### src/rtl/pcbr_pkg.sv
package pcbr_pkg;

	// Default build: 64 buffered points of 24-bit signed coordinates.
	localparam int MAX_POINTS_DEF = 64;
	localparam int COORD_BITS_DEF = 24;

	// Offset selection held in the configuration register.
	localparam logic OFFSET_CENTRE = 1'b0;
	localparam logic OFFSET_MIN    = 1'b1;

	// Depth of the result queue at the back end.
	localparam int OUT_DEPTH = 4;

	// Replay sequencer states.
	typedef enum logic {
		BK_IDLE,
		BK_RUN
	} back_state_t;

	// Control part of one cloud job handed from the front to the back.
	typedef struct packed {
		logic bank;
		logic dropped;
		logic mode;
	} job_flags_t;

endpackage

### src/rtl/pcbr_front.sv
module pcbr_front #(
	parameter int MAX_POINTS = 64,
	parameter int COORD_BITS = 24,
	localparam int AW = (MAX_POINTS > 1) ? $clog2(MAX_POINTS) : 1,
	localparam int CNT_W = $clog2(MAX_POINTS + 1)
) (
	input  logic                         clk,
	input  logic                         arst_n,
	input  logic                         push,
	output logic                         full,
	input  logic signed [COORD_BITS-1:0] in_x,
	input  logic signed [COORD_BITS-1:0] in_y,
	input  logic signed [COORD_BITS-1:0] in_z,
	input  logic                         in_last,
	input  logic                         cfg_valid,
	input  logic                         cfg_data,
	input  logic                         job_full,
	output logic                         job_push,
	output pcbr_pkg::job_flags_t         job_flags,
	output logic [CNT_W-1:0]             job_count,
	output logic [3*COORD_BITS-1:0]      job_lo,
	output logic [3*COORD_BITS-1:0]      job_hi,
	output logic                         wr_en,
	output logic [AW:0]                  wr_addr,
	output logic [3*COORD_BITS-1:0]      wr_data
);

	import pcbr_pkg::*;

	logic [CNT_W-1:0]             cnt_q;
	logic                         dropped_q;
	logic                         bank_q;
	logic                         mode_q;
	logic signed [COORD_BITS-1:0] lo_q [3];
	logic signed [COORD_BITS-1:0] hi_q [3];
	logic signed [COORD_BITS-1:0] pt   [3];
	logic signed [COORD_BITS-1:0] lo_nx [3];
	logic signed [COORD_BITS-1:0] hi_nx [3];
	logic                         accept;
	logic                         stored;
	logic                         first;

	// The front only stalls when both buffer banks hold clouds not yet fully replayed.
	assign full   = job_full;
	assign accept = push & ~job_full;
	assign stored = (cnt_q < CNT_W'(MAX_POINTS));
	assign first  = (cnt_q == '0);

	assign pt[0] = in_x;
	assign pt[1] = in_y;
	assign pt[2] = in_z;

	// Bounding box including the incoming item, if it is kept.
	for (genvar a = 0; a < 3; a++) begin : g_axis
		always_comb begin
			lo_nx[a] = lo_q[a];
			hi_nx[a] = hi_q[a];
			if (stored && (first || pt[a] < lo_q[a])) begin
				lo_nx[a] = pt[a];
			end
			if (stored && (first || pt[a] > hi_q[a])) begin
				hi_nx[a] = pt[a];
			end
		end

		always_ff @(posedge clk) begin
			if (accept) begin
				lo_q[a] <= lo_nx[a];
				hi_q[a] <= hi_nx[a];
			end
		end
	end

	// Buffer write into the bank that the current cloud owns.
	assign wr_en   = accept & stored;
	assign wr_addr = {bank_q, cnt_q[AW-1:0]};
	assign wr_data = {in_x, in_y, in_z};

	// A last item closes the cloud and hands its job to the back end.
	assign job_push        = accept & in_last;
	assign job_flags.bank    = bank_q;
	assign job_flags.dropped = dropped_q | ~stored;
	assign job_flags.mode    = mode_q;
	assign job_count = stored ? CNT_W'(cnt_q + 1'b1) : cnt_q;
	assign job_lo    = {lo_nx[0], lo_nx[1], lo_nx[2]};
	assign job_hi    = {hi_nx[0], hi_nx[1], hi_nx[2]};

	// Cloud bookkeeping and the offset mode register.
	always_ff @(posedge clk or negedge arst_n) begin
		if (!arst_n) begin
			cnt_q     <= '0;
			dropped_q <= 1'b0;
			bank_q    <= 1'b0;
			mode_q    <= OFFSET_CENTRE;
		end else begin
			if (cfg_valid) begin
				mode_q <= cfg_data;
			end
			if (accept) begin
				if (in_last) begin
					cnt_q     <= '0;
					dropped_q <= 1'b0;
					bank_q    <= ~bank_q;
				end else begin
					if (stored) begin
						cnt_q <= CNT_W'(cnt_q + 1'b1);
					end
					dropped_q <= dropped_q | ~stored;
				end
			end
		end
	end

endmodule

### config.mk
export PLATFORM = sky130hd
export DESIGN_NAME = pcbr_front
export DESIGN_NICKNAME = d
export VERILOG_FILES = /design/src/rtl/pcbr_pkg.sv /design/src/rtl/pcbr_front.sv
export SDC_FILE = /design/constraint.sdc
export NUM_CORES = 1
export LEC_CHECK = 0
export ABC_CLOCK_PERIOD_IN_PS = 6000
export BUFFER_PORTS_ARGS = -buffer_cell sky130_fd_sc_hd__buf_4
export CORE_MARGIN = 1.5
export CORE_UTILIZATION = 55
export CTS_CLUSTER_DIAMETER = 40
export CTS_CLUSTER_SIZE = 10
export DETAILED_ROUTE_END_ITERATION = 10
export PLACE_DENSITY = 0.82
export SLEW_MARGIN = 25
export SYNTH_ARGS = -nofsm -noshare
export SYNTH_HDL_FRONTEND = slang
export SYNTH_SLANG_ARGS = --single-unit
### constraint.sdc
create_clock -name clk -period 6 [get_ports clk]
set_input_delay 0.6 -clock clk [delete_from_list [all_inputs] [get_ports clk]]
set_output_delay 0.6 -clock clk [all_outputs]
set_load 0.05 [all_outputs]
==> results.toml <==
[status]
status = "complete, no violations"

[routing]
vias_per_cell = 6.17
vias = 11200
wire_per_inst_um = 19.8
drc_errors = 0
dr.pass1.iters = 7
drtIter0Drc = 1341
detail-route-antenna-nets = 0
drt-total-wl_mm = 35.8

[synthesis]
ys_seq_area_share_pct = 36.3
syn_area_mm2 = 0.0126
synth.distinct_cells = 55
synth_edf_count = 144
async_reset_ff_share_pct = 6.49
netlist_instances = 1317
synthDominantCellAreaShare_pct = 34.3
syn_avg_cell_area_um2 = 9.56
synth_flop_cell = "edfxtp_1"
yosysTopAreaCell = "edfxtp_1"
syn_nets = 1539
netlist_top_cells_area = "edfxtp_1, ha_1, nand4_1"
yosys_warnings = 0
synth.top_cells.by_count = "inv_1, edfxtp_1, ha_1"
synth_most_common_cell = "inv_1"
ys_ff_latch = 154

[sta]
tightest_slew_ns = 1.05
hold_viol = 0
holdWs_ns = 0.401
setup_tns_ns = 0
fin_ws_ns = 1.62
min_period_ns = 4.38
relSlewSlack_pct = 29.8
period_share_pct = 73.0
skew_ns = 0.0178
setup_viol = 0
rsz0062_at_grt = "false"
drv_slew = 0
max_freq_mhz = 228

[critical_path]
crit_type = "reg -> out"
cp-start-kind = "register"
cpMostUsedCell = "nand4_1"
end_kind = "output pin"
slowest_stage = "nand2_1"
slowest_delay_ns = 0.68
cp_max_fo = 25
worstPathArrival_ns = 3.78
cp.required_ns = 5.40
crit_chain = "inv_1, ha_1, nand4_1, nor4_4, nand2_1, o2111ai_4, nand4_1, o211ai_1, buf_4"

[cts]
postCtsSetupBuffers = 0
clk_pin_slew_ns = 0.08
cts_root_buffer = "clkbuf_16"
clk_path_buf_depth = 2
htree_levels = 4
numCtsBuffers = 17
cts_tree = "done"
cts_num_sinks = 154
clk_latency_ns = 0.44

[finish]
diodes = 0
fill_cells = 1735
design_area_mm2 = 0.0151
synthToLayoutAreaGrowth_pct = 19.9
finalNetCount = 1731
drive_above_1_share_pct = 29.7
register_area_mm2 = 0.00457
final_cell_count_no_fill = 1807
multi_input_area_mm2 = 0.00649

[flow_run]
cap_viol_max_count = 0

[placement]
place.detailed.hpwl_mm = 25.4
pre_cts_ws_ns = 1.81
placed_cells = 1773
dpl_cell_area_mm2 = 0.0145
place_congestion = 0.864
io_buffers = 314

[hold_path]
min_path_type = "in -> reg"

[die]
start_util_pct = 55.8
die_y_um = 154
die_w_um = 154
die_area_mm2 = 0.0238
row_count = 55
core_area_mm2 = 0.0226
io_pins = 315

[global_routing]
antenna_found_initial = 0
grt_pass1_wl_mm = 55.9
grt_pass1_vias = 10800
gr-usage-all-layers_pct = 29.6
grt-ovfl-total = 0
grt_max_degree = 94

[power]
leakage_nw = 6.89
ir_drop_uv = 221
power_density_mw_per_mm2 = 329
[layout make-up]
| type | count | share of cell area [%] |
|---|---|---|
| tap | 285 | 2.36 |
| sequential | 154 | 30.3 |
| inverter | 154 | 3.86 |
| clock buffer | 17 | 2.82 |
| timing repair buffer | 331 | 16.5 |
| clock inverter | 15 | 1.13 |
| multi-input combinational | 851 | 43.0 |
[report_power, final]
group          internal, W  switching [W]  leakage (nW)
Combinational     0.000757        0.00173          5.11
Clock             0.000563       0.000535         0.293
Sequential         0.00133      0.0000535          1.48
[final timing paths]
| kind | from | end | slack [ns] | cells after the start |
|---|---|---|---|---|
| setup / recovery | hi_q[0][43] | job_hi[25] | 1.62 | 9 |
| hold / removal | cfg_data | mode_q | 0.40 | 2 |
| setup reg to reg | hi_q[0][47] | hi_q[0][25] | 2.63 | 11 |
| hold reg to reg | mode_q | mode_q | 0.54 | 1 |
| max in group asynchronous | arst_n | cnt_q[4] | 5.24 | 2 |
| min in group asynchronous | arst_n | mode_q | 0.58 | 2 |
[cells in the final DEF (no fill, tap or decap), drive strengths merged, types with 2 or more instances in the layout]
| master | n |
|---|---|
| a211oi | 4 |
| a21boi | 2 |
| a21o | 3 |
| a21oi | 113 |
| a221oi | 3 |
| a22o | 5 |
| a22oi | 3 |
| a311oi | 2 |
| and2 | 4 |
| buf | 330 |
| clkbuf | 17 |
| clkinv | 6 |
| dfrtp | 10 |
| edfxtp | 144 |
| ha | 143 |
| inv | 163 |
| mux2 | 98 |
| nand2 | 90 |
| nand2b | 3 |
| nand3 | 13 |
| nand4 | 124 |
| nor2 | 68 |
| nor2b | 4 |
| nor3 | 6 |
| nor3b | 3 |
| nor4 | 53 |
| o2111a | 2 |
| o2111ai | 4 |
| o211ai | 50 |
| o21ai | 31 |
| o31a | 2 |
| o31ai | 2 |
| xnor2 | 5 |
| xor2 | 2 |
[metrics by stage]
stage / total power, W / util [%]
2_1_floorplan: 0.00322 / -
3_3_place_gp: 0.00382 / 64.0
3_5_place_dp: 0.00387 / 64.1
4_1_cts: 0.00496 / 66.8
5_1_grt: 0.00517 / 66.9
6_report: 0.00497 / 66.9
[cells by family after synthesis]
group / after synthesis / synth area share, %
multiplexers: 98 / 9.36
buffers and inverters: 312 / 12.4
AO/OA/AOI/OAI: 230 / 11.4
AND/OR/NAND/NOR: 373 / 15.8
flip-flops: 154 / 36.3
XOR/XNOR: 7 / 0.487
adder cells (fa/ha/maj): 143 / 14.2
[flip-flops by register name, indices dropped and copies added, names as in the netlist]
register and flops:
hi_q 72, lo_q 72, cnt_q 7, bank_q 1, dropped_q 1, mode_q 1
[per-layer routing]
| metal | GRT usage [%] | up-vias | wire length (um) | share of wire (%) |
|---|---|---|---|---|
| met5 | 0 | - | 0 | 0 |
| li1 | - | 5184 | - | - |
| met2 | 49.9 | 630 | 17300 | 48 |
| met3 | 7.76 | 68 | 3750 | 10 |
| met4 | 9.57 | 0 | 878 | 2.5 |
| met1 | 37.1 | 5268 | 13800 | 39 |
[worst max-delay path, delay by kind of cell, from the launching register on]
kind	cells	cell delay [ns]
and+or+nand+nor	4	1.54
AOI/OAI and AO/OA	2	0.80
DFF	1	0.36
adders and majority gates	1	0.32
buffers and inverters	2	0.31
[timing repair]
action                    in CTS  in global routing
resized for setup              0                  0
hold endpoints to repair       2                  0
hold buffers                   1                  0
No activity file was read; power rests on OpenSTA's default activity.
