File: config.mk
export PLATFORM = sky130hd
export DESIGN_NAME = pcbr_back
export DESIGN_NICKNAME = d
export VERILOG_FILES = /design/src/rtl/pcbr_pkg.sv /design/src/rtl/pcbr_back.sv
export SDC_FILE = /design/constraint.sdc
export NUM_CORES = 1
export LEC_CHECK = 0
export ABC_AREA = 1
export BUFFER_PORTS_ARGS = -buffer_cell sky130_fd_sc_hd__buf_2
export CAP_MARGIN = 20
export CORE_MARGIN = 10
export CORE_UTILIZATION = 40
export CTS_BUF_LIST = sky130_fd_sc_hd__clkbuf_4 sky130_fd_sc_hd__clkbuf_8
export CTS_CLUSTER_SIZE = 24
export DETAILED_ROUTE_END_ITERATION = 10
export SKIP_CTS_REPAIR_TIMING = 1
export SLEW_MARGIN = 15
export SYNTH_ARGS = -nofsm -noshare
export SYNTH_HDL_FRONTEND = slang
export SYNTH_SLANG_ARGS = --single-unit
File: constraint.sdc
create_clock -name clk -period 7.1 [get_ports clk]
set_input_delay 0.71 -clock clk [delete_from_list [all_inputs] [get_ports clk]]
set_output_delay 0.71 -clock clk [all_outputs]
set_load 0.01 [all_outputs]
File: src/rtl/pcbr_pkg.sv
package pcbr_pkg;

	// Default build: 64 buffered points of 24-bit signed coordinates.
	localparam int MAX_POINTS_DEF = 64;
	localparam int COORD_BITS_DEF = 24;

	// Offset selection held in the configuration register.
	localparam logic OFFSET_CENTRE = 1'b0;
	localparam logic OFFSET_MIN    = 1'b1;

	// Depth of the result queue at the back end.
	localparam int OUT_DEPTH = 4;

	// Replay sequencer states.
	typedef enum logic {
		BK_IDLE,
		BK_RUN
	} back_state_t;

	// Control part of one cloud job handed from the front to the back.
	typedef struct packed {
		logic bank;
		logic dropped;
		logic mode;
	} job_flags_t;

endpackage

File: src/rtl/pcbr_back.sv
module pcbr_back #(
	parameter int MAX_POINTS = 64,
	parameter int COORD_BITS = 24,
	localparam int AW = (MAX_POINTS > 1) ? $clog2(MAX_POINTS) : 1,
	localparam int CNT_W = $clog2(MAX_POINTS + 1)
) (
	input  logic                         clk,
	input  logic                         arst_n,
	input  logic                         job_valid,
	input  pcbr_pkg::job_flags_t         job_flags,
	input  logic [CNT_W-1:0]             job_count,
	input  logic [3*COORD_BITS-1:0]      job_lo,
	input  logic [3*COORD_BITS-1:0]      job_hi,
	output logic                         job_pop,
	output logic                         rd_en,
	output logic [AW:0]                  rd_addr,
	input  logic [3*COORD_BITS-1:0]      rd_data,
	output logic                         empty,
	input  logic                         pop,
	output logic signed [COORD_BITS:0]   out_x,
	output logic signed [COORD_BITS:0]   out_y,
	output logic signed [COORD_BITS:0]   out_z,
	output logic                         out_last,
	output logic                         dropped_points
);

	import pcbr_pkg::*;

	localparam int CB   = COORD_BITS;
	localparam int OW   = 3 * (CB + 1) + 2;
	localparam int OPW  = $clog2(OUT_DEPTH);
	localparam int OCW  = $clog2(OUT_DEPTH + 1);

	back_state_t             state_q;
	back_state_t             state_nx;
	logic [CNT_W-1:0]        idx_q;
	logic [CNT_W-1:0]        cnt_q;
	logic                    bank_q;
	logic                    dropped_q;
	logic signed [CB:0]      off_q  [3];
	logic signed [CB:0]      off_nx [3];
	logic signed [CB:0]      diff   [3];
	logic                    load;
	logic                    issue;
	logic                    issue_last;
	logic                    credit;
	logic                    v_s1;
	logic                    last_s1;
	logic [OW-1:0]           oq_q [OUT_DEPTH];
	logic [OPW-1:0]          owp_q;
	logic [OPW-1:0]          orp_q;
	logic [OCW-1:0]          ocnt_q;
	logic                    oread;

	// Offset per axis from the job's bounding box: midpoint or minimum.
	for (genvar a = 0; a < 3; a++) begin : g_off
		logic signed [CB-1:0] lo;
		logic signed [CB-1:0] hi;
		logic signed [CB:0]   sum;

		assign lo  = job_lo[(2-a)*CB +: CB];
		assign hi  = job_hi[(2-a)*CB +: CB];
		assign sum = (CB+1)'(lo) + (CB+1)'(hi);

		always_comb begin
			if (job_flags.mode == OFFSET_MIN) begin
				off_nx[a] = (CB+1)'(lo);
			end else begin
				off_nx[a] = sum >>> 1;
			end
		end

		// Replayed point minus offset, one bit wider so it never wraps.
		assign diff[a] = (CB+1)'($signed(rd_data[(2-a)*CB +: CB])) - off_q[a];
	end

	// Issue a read only when the result queue has room for it and the one in flight.
	assign credit     = ((OCW+1)'(ocnt_q) + (OCW+1)'(v_s1)) < (OCW+1)'(OUT_DEPTH);
	assign issue_last = (idx_q == CNT_W'(cnt_q - 1'b1));

	// Next state of the replay sequencer.
	always_comb begin
		state_nx = state_q;
		unique case (state_q)
			BK_IDLE: begin
				if (job_valid) begin
					state_nx = BK_RUN;
				end
			end
			BK_RUN: begin
				if (credit && issue_last) begin
					state_nx = BK_IDLE;
				end
			end
			default: state_nx = BK_IDLE;
		endcase
	end

	// Sequencer outputs.
	always_comb begin
		load    = 1'b0;
		issue   = 1'b0;
		job_pop = 1'b0;
		unique case (state_q)
			BK_IDLE: begin
				load = job_valid;
			end
			BK_RUN: begin
				issue   = credit;
				job_pop = credit & issue_last;
			end
			default: begin
				load = 1'b0;
			end
		endcase
	end

	assign rd_en   = issue;
	assign rd_addr = {bank_q, idx_q[AW-1:0]};

	// Sequencer control state and the read pipeline's valid bits.
	always_ff @(posedge clk or negedge arst_n) begin
		if (!arst_n) begin
			state_q <= BK_IDLE;
			idx_q   <= '0;
			v_s1    <= 1'b0;
		end else begin
			state_q <= state_nx;
			v_s1    <= issue;
			if (load) begin
				idx_q <= '0;
			end else if (issue) begin
				idx_q <= CNT_W'(idx_q + 1'b1);
			end
		end
	end

	// Job context taken when the replay starts.
	always_ff @(posedge clk) begin
		if (load) begin
			cnt_q     <= job_count;
			bank_q    <= job_flags.bank;
			dropped_q <= job_flags.dropped;
			for (int a = 0; a < 3; a++) begin
				off_q[a] <= off_nx[a];
			end
		end
		if (issue) begin
			last_s1 <= issue_last;
		end
	end

	// Result queue between the replay and the consumer.
	assign oread = pop & ~empty;
	assign empty = (ocnt_q == '0);

	always_ff @(posedge clk or negedge arst_n) begin
		if (!arst_n) begin
			owp_q  <= '0;
			orp_q  <= '0;
			ocnt_q <= '0;
		end else begin
			if (v_s1) begin
				owp_q <= OPW'(owp_q + 1'b1);
			end
			if (oread) begin
				orp_q <= OPW'(orp_q + 1'b1);
			end
			ocnt_q <= OCW'(ocnt_q + OCW'(v_s1) - OCW'(oread));
		end
	end

	always_ff @(posedge clk) begin
		if (v_s1) begin
			oq_q[owp_q] <= {diff[0], diff[1], diff[2], last_s1, dropped_q};
		end
	end

	assign {out_x, out_y, out_z, out_last, dropped_points} = oq_q[orp_q];

endmodule

==> run metrics <==
part of the total power dissipated in sequential elements=0.400; vias in the first global route=about 21,000; required arrival time at the worst endpoint=6.39 ns; critical path arrival=3.58 ns; critical hold path startpoint=job_count[0]; Ys Warns=0; sw frac=0.380; deepest level of the CTS H-tree=3; source-to-sink clock delay at the later pin of the worst-skew pair=0.64 ns; die boundary height=roughly 270 µm; number of instances in the synthesized netlist=3,169; unrepaired setup endpoints after global routing=false; initial antenna violation count=21; chip width=274 µm; synthesized netlist net count=between 3,000 and 4,000; power density relative to cell area=295 nW/µm²; largest net degree at the start of global routing=91; # setup viols final=0; Post-synth top flop=edfxtp_1; setup slack on the worst flop-to-flop path=4.63 ns; synthesis-to-layout area growth=14.8%; final worst hold slack=approximately 0.24 ns; clock-pin slew on the worst setup and hold paths=0.06 ns; via count=between 20,000 and 25,000; cell leakage power=around 0.014 µW; clock tree skew after final layout=0.0204 ns; Final #Nets=3,882; Avg WL per Cell=17.7 µm; ratio of routed vias to standard cells=4.98; worst-case vdd ir drop=roughly 0.26 mV; achievable frequency=233 MHz; startpoint kind of the worst setup timing path=register; first-pass GRT wire length=119,000 µm; count of buffers inserted at the top-level ports=between 300 and 400; Max clock buf depth=3; CP Max Fanout=90; total wirelength of the detailed-routed design=~78,000 µm; transition time of the tightest slew-check pin=just over 0.9 ns; number of register bits inferred by synthesis=406; detailed-router iteration count before antenna repair=5; Psw=3340 µW; count of cell types in the netlist=46; GP Congestion=0.943; average cell area after synthesis=8.16 µm²; dpl hpwl=60,200 µm; ratio of cells with drive above 1 in the final layout=0.151; count of routing violations after the opening detailed-route iteration=1,623; cell internal power dissipation=roughly 5400 µW; overall power after layout=8770 µW; final critical-path share of the clock period=0.604; part of the Yosys area used for sequential elements=0.469; clock tree from TritonCTS=built; launching point of the worst reg2reg path=off_q[0][50]; normalized max-slew margin=0.383; power share of the combinational group=0.358; post-layout min period=4.29 ns; path depth of the worst reg2reg path=8; worst-case hold path end point=cnt_q[0]; Cell Area, Synth=25,800 µm²; number of maximum-capacitance violations=0; Fin Setup TNS=0 ns; total core area=64,200 µm²; number of instances on the worst hold path=1; status=completed; Worst Hold Class=input pin to register; full die area=roughly 75,000 µm²; number of enable-type register cells in the synthesized netlist=390; effective utilization at floorplan=0.402; remaining global-route overflow=0; clock sink total=406; endpoint class of the critical path=output pin; share of flip-flops with an asynchronous set or reset after synthesis=0.0394; detailed-route DRC error count=0; pins over their slew limit=0; worst reg2reg path endpoint=oq_q[2][12]; critical setup path kind=register to output pin; Clock Tree Root=clkbuf_8; Inserted Clock Buffers=68; antenna violation net count after detailed routing=0; final hold violation count=0; standard-cell rows=93; top-level I/O count=approximately 320; portion of total power attributed to the clock network=0.242; global-route usage over all layers=0.203
-- power by group through the flow --
stage | sequential (µW) | combinational [µW] | clock (µW)
final | 3510 | 3140 | 2120
after global routing | 3550 | 3510 | 2300
after CTS | 3510 | 3200 | 2190
after detailed placement | 3560 | 3190 | 0
after global placement | 3560 | 3160 | 0
after floorplan | 3450 | 2050 | 0
-- kinds of logic after synthesis --
group,Yosys count,share of synthesized area
xor+xnor,63,0.0213
compound gates,461,0.0968
flops,406,0.469
simple gates,1568,0.258
buf+inv,514,0.0769
fa+ha+maj,157,0.0780
-- cells in the final DEF (no fill, tap or decap), types with 54 or more instances in the layout --
cell type	instances
a21oi_1	131
o21ai_0	202
edfxtp_1	390
nand4_1	54
ha_1	150
buf_2	316
inv_1	429
o22ai_1	80
clkbuf_8	69
nor2_1	335
nand3_1	157
nand2_1	880
-- cells in the mapped netlist (2+ instances only) --
cell type,n,area (µm²)
a21o_1,2,15.0
and2_1,6,37.5
o21a_1,12,90.1
nand3b_1,26,195
nor2b_1,3,18.8
nand3_2,5,50.1
a31oi_1,2,12.5
inv_1,434,1630
ha_1,150,1880
clkbuf_2,2,10.0
buf_1,5,18.8
xnor2_1,25,219
nor3_1,11,55.1
clkbuf_1,40,150
a21oi_2,7,61.3
nor2_2,21,131
nor3_2,3,30.0
o21ai_2,2,17.5
o21ai_1,14,70.1
and3_1,2,12.5
o22ai_1,80,500
nor2_4,6,67.6
or2_1,12,75.1
nand3_1,157,786
o21bai_1,6,45.0
or2_2,9,56.3
inv_2,6,22.5
nand2_1,880,3300
o31ai_1,3,22.5
fa_1,7,140
xor2_1,38,333
o21ai_0,202,1010
edfxtp_1,390,11700
nor4_1,6,37.5
buf_4,9,67.6
nand4_1,54,338
nor2_1,336,1260
nand2_2,28,175
buf_2,16,80.1
dfrtp_1,16,400
a21oi_1,131,656
-- sequential cells by signal, summed over array words and instances, names as in the netlist --
register,cells
cnt_q,7
v_s1,1
ocnt_q,3
oq_q,308
bank_q,1
last_s1,1
idx_q,7
state_q,1
off_q,72
orp_q,2
dropped_q,1
owp_q,2
-- worst max-delay path by stage --
stage | from | endpoint
finish | orp_q[0] | out_z[22]
global route | orp_q[0] | out_z[21]
CTS | orp_q[0] | out_z[22]
detailed placement | orp_q[0] | out_z[22]
global placement | orp_q[0] | out_z[21]
floorplan | job_valid | idx_q[2]
-- through the flow --
stage | setup WS (ns) | area, µm² | util | instances
after floorplan | 2.16 | 25800 | - | 3169
after global placement | 3.50 | 28300 | 0.440 | 4279
after detailed placement | 3.45 | 28300 | 0.440 | 4279
after CTS | 2.73 | 29600 | 0.462 | 4399
after global routing | 2.55 | 29700 | 0.462 | 4405
final | 2.81 | 29700 | 0.462 | 4410
-- worst max-delay path, cell delays in order (launching register included) --
cell	delay [ns]
dfrtp_4	0.77
inv_4	0.61
buf_4	0.78
o21ai_0	0.17
o22ai_1	0.27
buf_2	0.20
-- area by class of cell --
cell class                      instances  area, µm²
Sequential cell                       406      12100
Clock inverter                         31        278
Clock buffer                           89       1100
Antenna cell                           10       25.0
Fill cell                            6472      34500
Multi-Input combinational cell       2249      11800
Tap cell                              855       1070
Inverter                              442       1670
Timing Repair Buffer                  328       1670
-- routing by layer --
layer,track usage,part of all wire,up-vias
met2,0.319,0.45,543
met1,0.274,0.46,10000
met4,0.0844,0.036,24
met5,0,0.0021,-
li1,-,-,11200
met3,0.0346,0.053,160
Power figures use the tool's default switching activity.
