==> src/rtl/pcbr_jobq.sv <==
module pcbr_jobq #(
	parameter int DATA_W = 8
) (
	input  logic              clk,
	input  logic              arst_n,
	input  logic              push,
	input  logic [DATA_W-1:0] push_data,
	output logic              full,
	input  logic              pop,
	output logic              valid,
	output logic [DATA_W-1:0] head
);

	// Two entries, one for each buffer bank.
	logic [DATA_W-1:0] entry_q [2];
	logic              wptr_q;
	logic              rptr_q;
	logic [1:0]        cnt_q;

	assign full  = (cnt_q == 2'd2);
	assign valid = (cnt_q != 2'd0);
	assign head  = entry_q[rptr_q];

	// Pointers and fill level.
	always_ff @(posedge clk or negedge arst_n) begin
		if (!arst_n) begin
			wptr_q <= 1'b0;
			rptr_q <= 1'b0;
			cnt_q  <= 2'd0;
		end else begin
			if (push) begin
				wptr_q <= ~wptr_q;
			end
			if (pop) begin
				rptr_q <= ~rptr_q;
			end
			cnt_q <= cnt_q + {1'b0, push} - {1'b0, pop};
		end
	end

	// Job descriptors themselves need no reset.
	always_ff @(posedge clk) begin
		if (push) begin
			entry_q[wptr_q] <= push_data;
		end
	end

endmodule

==> config.mk <==
export PLATFORM = sky130hd
export DESIGN_NAME = pcbr_jobq
export DESIGN_NICKNAME = d
export VERILOG_FILES = /design/src/rtl/pcbr_jobq.sv
export SDC_FILE = /design/constraint.sdc
export NUM_CORES = 1
export LEC_CHECK = 0
export BUFFER_PORTS_ARGS = -buffer_cell sky130_fd_sc_hd__clkbuf_2
export CELL_PAD_IN_SITES_DETAIL_PLACEMENT = 1
export CELL_PAD_IN_SITES_GLOBAL_PLACEMENT = 1
export CORE_MARGIN = 8
export CORE_UTILIZATION = 37
export DETAILED_ROUTE_END_ITERATION = 10
export PLACE_DENSITY = 0.77
export SETUP_SLACK_MARGIN = 0.02
export SLEW_MARGIN = 20
export SYNTH_ARGS = -nofsm -noshare
export SYNTH_HDL_FRONTEND = slang
export SYNTH_SLANG_ARGS = --single-unit
==> constraint.sdc <==
create_clock -name clk -period 1.1 [get_ports clk]
set_input_delay 0 -clock clk [delete_from_list [all_inputs] [get_ports clk]]
set_output_delay 0 -clock clk [all_outputs]
set_load 0.02 [all_outputs]
==> results.cfg, run 1 <==
[route]
dr_wl_met3_um = 36
initialDrtViolationCount = 5
wirelength_mm = 1.74
top_layer = met4
routedWlPerCell_um = 16.0
met2WireLength_mm = 1.07
drcViolationCount = 0
drt-pass1-iter-count = 2
antenna_left = 0
wl_met1_um = 617
vias_per_cell = 4.38
vias = 477

[global_route]
grt_max_degree = 12
grt_pass1_vias = 552
grt_pass1_wl_mm = 2.46
overflow = 0
grt_antenna_before_repair = 0
grt.total_usage_pct = 7.91

[clocking]
clockRootBuffer = clkbuf_4
cts_inserted_buffers = 3
ctsLongestPathBuffers = 2
htreeDepth = 1
clk_pin_slew_ps = 110
insertion_delay_ps = 290
cts_tree = built
cts_sinks = 20

[floorplanning]
start_util_pct = 37.7
dieArea_um2 = 3950
dieWidth_um = 62.8
num_rows = 17
dieHeight_um = 62.8
pin_count = 22
core_um2 = 2150

[yosys]
ys_warn_count = 0
synth_seq_cells = 20
ys_seq_area_share_pct = 71.6
netlist-cell-type-count = 11
synthesis.nets = 54
syn_inst = 40
syn-cell-area_um2 = 811
synth_area_per_cell_um2 = 20.3

[power]
powerDensity_nw_per_um2 = 2460
finalPower_w = 0.00304
p_leak_nw = 0.526
ir_drop_mv = 1.09

[critical_path]
timing.rr.end = cnt_q[1]$_DFF_PN0_
critPathArrivalTime_ps = 1320
crit_chain = buf_6 > mux2_4 > buf_8
r2r_setup_slack_ps = -90
crit_slowest_cell = dfrtp_2
crit_required_ps = 1100
reg2reg_depth = 5
start_kind = register
path_max_fanout = 5
reg2reg_from = cnt_q[0]$_DFF_PN0_
end_kind = primary output
criticalPathCategory = reg2out
slowest_delay_ps = 450

[timing]
slew_headroom_pct = 87.6
timing.final.ws_setup_ps = -224
finalMaxSlewViolations = 0
rsz0062_at_grt = yes
final-setup-viol-count = 10
period_share_pct = 120
tightest_slew_ps = 185
finalSetupTns_ps = -1920
post-route-min-period_ps = 1320
clock.fmax_mhz = 755
skew_ps = 1.49
hold_viol_final = 0

[outcome]
violations = negative setup slack
status = complete, but fails checks

[place]
io_buffers = 21
gp_congestion = 0.681

[layout]
layout_commonest_cell = edfxtp_1
area_growth_pct = 52.6
most-common-layout-cells = edfxtp_1 (16), dlygate4sd3_1 (11), clkbuf_2 (11)
diodes = 0
layout.nets = 96
drive_above_1_share_pct = 55.6

[run]
max-cap-violations = 0

[hold_path]
hp-class = in2async
-- cells by family after synthesis --
family | share of synthesized area, %
muxes | 14.8
xor gates and xnor gates | 5.09
adders and majority gates | 3.09
and+or+nand+nor | 3.09
buffers and inverters | 2.32
DFF | 71.6
-- state kept, by name, indices dropped and copies added, names as in the netlist --
register and flops:
cnt_q 2, wptr_q 1, entry_q 16, rptr_q 1
-- Yosys cell counts --
| master | instances | area [um2] |
|---|---|---|
| buf_6 | 1 | 11.3 |
| mux2_4 | 8 | 120 |
| inv_1 | 2 | 7.51 |
| xor3_1 | 1 | 23.8 |
| and2_1 | 1 | 6.26 |
| xor2_1 | 2 | 17.5 |
| edfxtp_1 | 16 | 480 |
| nor2b_1 | 2 | 12.5 |
| ha_1 | 2 | 25.0 |
| or2_2 | 1 | 6.26 |
| dfrtp_1 | 4 | 100 |
-- stage by stage --
stage	setup slack (ps)	util [%]	hold slack (ps)	std cells	cell area, um2
floorplan	-35.4	-	-296	40	813
global placement	-52.6	44.9	-189	91	965
detailed placement	-108	44.9	-186	91	965
CTS	-213	54.7	29.0	109	1180
global route	-261	57.6	36.3	109	1240
finish	-224	57.6	38.9	109	1240
-- power breakdown --
group          internal (W)  switching [W]  total [W]
combinational      0.000905       0.000647    0.00155
clock              0.000132       0.000211   0.000342
sequential          0.00103       0.000113    0.00115
-- how the worst max path moves through the flow --
stage	start	to	slack, ps	depth (start not counted)
2_1_floorplan	cnt_q[0]$_DFF_PN0_	cnt_q[1]$_DFF_PN0_	-40	5
3_3_place_gp	cnt_q[0]$_DFF_PN0_	cnt_q[1]$_DFF_PN0_	-50	5
3_5_place_dp	cnt_q[0]$_DFF_PN0_	cnt_q[1]$_DFF_PN0_	-110	5
4_1_cts	rptr_q$_DFFE_PN0P_	head[4]	-210	3
5_1_grt	rptr_q$_DFFE_PN0P_	head[1]	-260	3
6_report	rptr_q$_DFFE_PN0P_	head[4]	-220	3
-- routing by layer --
metal / up-vias / GRT usage (%)
li1: 227 / -
met1: 239 / 7.23
met2: 9 / 15.5
met3: 2 / 1.25
met4: 0 / 5.13
met5: - / 0
-- timing repair --
action / 4_1_cts / 5_1_grt
pin swaps: 1 / 0
endpoints found under the setup margin: 12 / 12
hold endpoints to repair: 23 / 0
hold buffers: 11 / 0
gates resized for setup: 15 / 25
setup buffers: 3 / 0
-- worst max-delay path: cells and delay by family (launching register included) --
| family | cells | cell delay (ps) |
|---|---|---|
| buf+inv | 2 | 280 |
| flops | 1 | 450 |
| mux | 1 | 300 |
-- layout make-up --
cell class | instances | area, um2
inverters | 2 | 7.51
clock buffers | 3 | 22.5
well taps | 28 | 35.0
repair buffers | 38 | 345
flip-flops and latches | 20 | 582
fillers | 202 | 911
multi-input cells | 17 | 241
clock inverters | 1 | 3.75
Power figures use the tool's default switching activity.
==> inputs of run 2 (changes only) <==
--- a/config.mk
+++ b/config.mk
@@ -9,9 +9,9 @@
 export CELL_PAD_IN_SITES_DETAIL_PLACEMENT = 1
 export CELL_PAD_IN_SITES_GLOBAL_PLACEMENT = 1
 export CORE_MARGIN = 8
-export CORE_UTILIZATION = 37
+export CORE_UTILIZATION = 40
 export DETAILED_ROUTE_END_ITERATION = 10
-export PLACE_DENSITY = 0.77
+export PLACE_DENSITY = 0.79
 export SETUP_SLACK_MARGIN = 0.02
 export SLEW_MARGIN = 20
 export SYNTH_ARGS = -nofsm -noshare
==> constraint.sdc (replaced) <==
create_clock -name clk -period 1.4 [get_ports clk]
set_input_delay 0 -clock clk [delete_from_list [all_inputs] [get_ports clk]]
set_output_delay 0 -clock clk [all_outputs]
set_load 0.02 [all_outputs]
==> results.cfg, run 2 (synthesized netlist as in run 1, its figures left out) <==
[power]
finalPower_w = 0.00216
p_leak_nw = 0.492
ir_drop_mv = 1.03
powerDensity_nw_per_um2 = 1930

[timing]
tightest_slew_ps = 356
hold_viol_final = 0
post-route-min-period_ps = 1340
rsz0062_at_grt = yes
skew_ps = 4.63
final-setup-viol-count = 0
clock.fmax_mhz = 748
finalSetupTns_ps = 0
timing.final.ws_setup_ps = 63.1
slew_headroom_pct = 76.3
period_share_pct = 95.5
finalMaxSlewViolations = 0

[route]
vias_per_cell = 4.47
routedWlPerCell_um = 13.6
wirelength_mm = 1.42
drcViolationCount = 0
antenna_left = 0
vias = 465
drt-pass1-iter-count = 3
initialDrtViolationCount = 15

[floorplanning]
dieHeight_um = 61.0
start_util_pct = 41.8
dieArea_um2 = 3720
core_um2 = 1940
dieWidth_um = 61.0
pin_count = 22
num_rows = 16

[critical_path]
criticalPathCategory = reg2out
path_max_fanout = 9
crit_required_ps = 1400
start_kind = register
critPathArrivalTime_ps = 1340
critical_path.top_delay_family = flip-flops
path_buf_inv = 1
crit_slowest_cell = dfrtp_2
crit_chain = mux2_4 > clkbuf_2
end_kind = primary output
slowest_delay_ps = 540

[layout]
fin_util_pct = 57.5
ff_latch_area_um2 = 582
diodes = 0
area_growth_pct = 37.8
layout.nets = 92
multi_input_area_um2 = 211
layout_commonest_cell = clkbuf_2
largest_reg_flops = 16
fillers = 193
drive_above_1_share_pct = 48.1
regMostFlops = entry_q
reg.largest.list = entry_q x16, cnt_q x2
most-common-layout-cells = clkbuf_2 (21), edfxtp_1 (16), dlygate4sd3_1 (11)

[global_route]
met1_usage_pct = 7.81
grt_max_degree = 13
grt_pass1_vias = 519
overflow = 0
grt_antenna_before_repair = 0
grt.total_usage_pct = 8.36
grt_pass1_wl_mm = 2.21
grt_most_used_layer = met2
met3_usage_pct = 2.71
use_met2_pct = 15.4

[clocking]
ctsLongestPathBuffers = 2
insertion_delay_ps = 300
clockRootBuffer = clkbuf_4
cts_inserted_buffers = 3
clk_pin_slew_ps = 110
htreeDepth = 1
cts_sinks = 20
cts_tree = built

[run]
max-cap-violations = 0

[outcome]
status = completed

[place]
io_buffers = 21
gp_congestion = 0.663
pre_cts_ws_ps = 191
dp_hpwl_mm = 1.00

[hold_path]
hp-class = in2async
-- run 2: cell types whose count changed in the layout (fill, tap and decap cells not counted), sizes merged --
cell    delta
buf       -14
bufinv     +1
clkinv     -1
clkbuf    +10
-- run 2: report_power, final --
group	switching, W	internal [W]	total (W)
Combinational	0.000350	0.000405	0.000754
Clock	0.000177	0.000290	0.000466
Sequential	0.000123	0.000812	0.000935
-- run 2: area by class of cell --
cell class	count	area share, %
clock buffer	3	2.02
clock inverter	1	2.69
inverter	2	0.672
multi-input combinational	17	18.9
sequential	20	52.1
tap	27	3.02
timing repair buffer	34	20.6
-- run 2: metal layers --
layer,part of all wire (%),up-vias
li1,-,220
met1,36,227
met2,55,15
met3,6.6,3
met4,2.0,0
met5,0,-
-- run 2: path summary, 6_finish.rpt --
path,from,end,slack [ps],depth (start not counted)
setup / recovery,rptr_q$_DFFE_PN0P_,head[4],60,2
hold / removal,arst_n,wptr_q$_DFFE_PN0P_,20,2
setup reg to reg,cnt_q[0]$_DFF_PN0_,cnt_q[1]$_DFF_PN0_,200,5
hold reg to reg,wptr_q$_DFFE_PN0P_,wptr_q$_DFFE_PN0P_,520,1
max in group asynchronous,arst_n,rptr_q$_DFFE_PN0P_,1250,2
min in group clk,pop,rptr_q$_DFFE_PN0P_,420,3
-- run 2: stage by stage --
stage / cell area, um2 / hold slack (ps) / cells
final: 1120 / 16.5 / 104
after CTS: 1110 / 15.0 / 103
after floorplan: 811 / -296 / 40
after global routing: 1120 / 24.6 / 104
after global placement: 946 / -188 / 88
after detailed placement: 946 / -185 / 88
-- run 2: what timing repair did --
item / in CTS / in global routing
buffers inserted: 0 / 1
gates resized for setup: 1 / 0
endpoints found under the hold margin: 23 / 0
endpoints found under the setup margin: 8 / 8
hold buffers: 11 / 0
==> inputs of run 3 (changes only) <==
--- a/config.mk
+++ b/config.mk
@@ -9,9 +9,9 @@
 export CELL_PAD_IN_SITES_DETAIL_PLACEMENT = 1
 export CELL_PAD_IN_SITES_GLOBAL_PLACEMENT = 1
 export CORE_MARGIN = 8
-export CORE_UTILIZATION = 40
+export CORE_UTILIZATION = 41
 export DETAILED_ROUTE_END_ITERATION = 10
-export PLACE_DENSITY = 0.79
+export PLACE_DENSITY = 0.8
 export SETUP_SLACK_MARGIN = 0.02
 export SLEW_MARGIN = 20
 export SYNTH_ARGS = -nofsm -noshare
==> results.cfg, run 3 (synthesized netlist as in run 1, its figures left out) <==
[power]
p_int_w = 0.00139
p_leak_nw = 0.490
switchingPower_w = 0.000652
pwr-share-clk_pct = 15.6
swShare_pct = 32.0
p_seq_share_pct = 46.1
comb_power_share_pct = 38.3
ir_drop_mv = 0.931
finalPower_w = 0.00204
powerDensity_nw_per_um2 = 1840

[outcome]
status = completed

[timing]
period_share_pct = 95.0
holdWs_ps = 41.2
finalSetupTns_ps = 0
hold_viol_final = 0
final-setup-viol-count = 0
tightest_slew_ps = 405
post-route-min-period_ps = 1330
finalMaxSlewViolations = 0
slew_headroom_pct = 73.0
skew_ps = 5.83
clock.fmax_mhz = 752
rsz0062_at_grt = no

[hold_path]
hp-class = in2async

[critical_path]
path_max_fanout = 9
crit_start = rptr_q$_DFFE_PN0P_
reg2reg_from = cnt_q[0]$_DFF_PN0_
critPathArrivalTime_ps = 1330
crit_required_ps = 1400
start_kind = register
path_buf_inv = 1
criticalPathCategory = reg2out
slowest_delay_ps = 560
crit_chain = mux2_4 > clkbuf_2
crit_slowest_cell = dfrtp_2
end_kind = primary output
critical_path.top_delay_family = flip-flops

[clocking]
clockRootBuffer = clkbuf_4
cts_sinks = 20
ctsLongestPathBuffers = 2
htreeDepth = 1
cts_inserted_buffers = 3
clk_pin_slew_ps = 100
cts_tree = built
insertion_delay_ps = 290

[route]
routedWlPerCell_um = 14.4
vias_per_cell = 4.41
vias = 463
antenna_left = 0
drcViolationCount = 0
drt-pass1-iter-count = 2
wirelength_mm = 1.51
initialDrtViolationCount = 14

[layout]
ff_latch_area_um2 = 582
area_growth_pct = 36.7
drive_above_1_share_pct = 48.7
layout_commonest_cell = clkbuf_2
multi_input_area_um2 = 211
reg.largest.list = entry_q x16, cnt_q x2
largest_reg_flops = 16
fin_util_pct = 57.7
diodes = 0
most-common-layout-cells = clkbuf_2 (21), edfxtp_1 (16), dlygate4sd3_1 (11)
regMostFlops = entry_q
layout.nets = 93
fillers = 192

[floorplanning]
core_um2 = 1920
pin_count = 22
dieArea_um2 = 3660
dieHeight_um = 60.5
num_rows = 16
dieWidth_um = 60.5
start_util_pct = 42.2

[run]
max-cap-violations = 0

[place]
dp_hpwl_mm = 1.00
io_buffers = 21
gp_congestion = 0.687

[global_route]
grt_pass1_wl_mm = 2.27
grt_pass1_vias = 515
grt_max_degree = 12
grt.total_usage_pct = 8.71
grt_antenna_before_repair = 0
overflow = 0
-- run 3: cell count changes in the layout (fill, tap and decap cells not counted), sizes merged --
cell    before  now
buf          2    3
clkbuf      24   25
bufinv       1    0
-- run 3: layer usage --
metal | part of all wire, % | track usage (%) | wire length [um]
met1 | 38 | 8.22 | 578
met2 | 55 | 16.6 | 823
met3 | 5.5 | 2.12 | 83
met4 | 1.7 | 4.98 | 25
met5 | 0 | 0 | 0
-- run 3: final cells by class --
cell class	count	area share, %
tap	27	3.05
sequential	20	52.5
timing repair buffer	35	21.4
multi-input combinational	17	19.1
clock buffer	4	3.27
inverter	2	0.677
-- run 3: timing repair --
item | in CTS | in global routing
hold buffers | 11 | 0
endpoints found under the setup margin | 8 | 5
resized for setup | 1 | 0
endpoints found under the hold margin | 22 | 0
buffers inserted | 0 | 1
-- run 3: worst paths after layout --
check	to	slack, ps	cells past startpoint
setup / recovery	head[6]	70	2
hold / removal	wptr_q$_DFFE_PN0P_	40	2
setup reg to reg	cnt_q[1]$_DFF_PN0_	200	5
hold reg to reg	wptr_q$_DFFE_PN0P_	510	1
max in group asynchronous	rptr_q$_DFFE_PN0P_	1220	2
min in group clk	entry_q[0][1]$_DFFE_PP_	440	2
-- run 3: metrics by stage --
step                cell area, um2  cells  worst slack (ps)
floorplan                      811     40               238
global route                  1110    105              19.9
CTS                           1100    104              46.7
global placement               953     89               235
detailed placement             953     89               190
finish                        1110    105              69.4
-- run 3: power by group through the flow --
stage	registers [W]	clock network [W]	logic, W
2_1_floorplan	0.000869	0	0.000612
3_3_place_gp	0.000939	0	0.000718
3_5_place_dp	0.000952	0	0.000742
4_1_cts	0.000941	0.000326	0.000770
5_1_grt	0.000953	0.000352	0.000836
6_report	0.000940	0.000318	0.000781
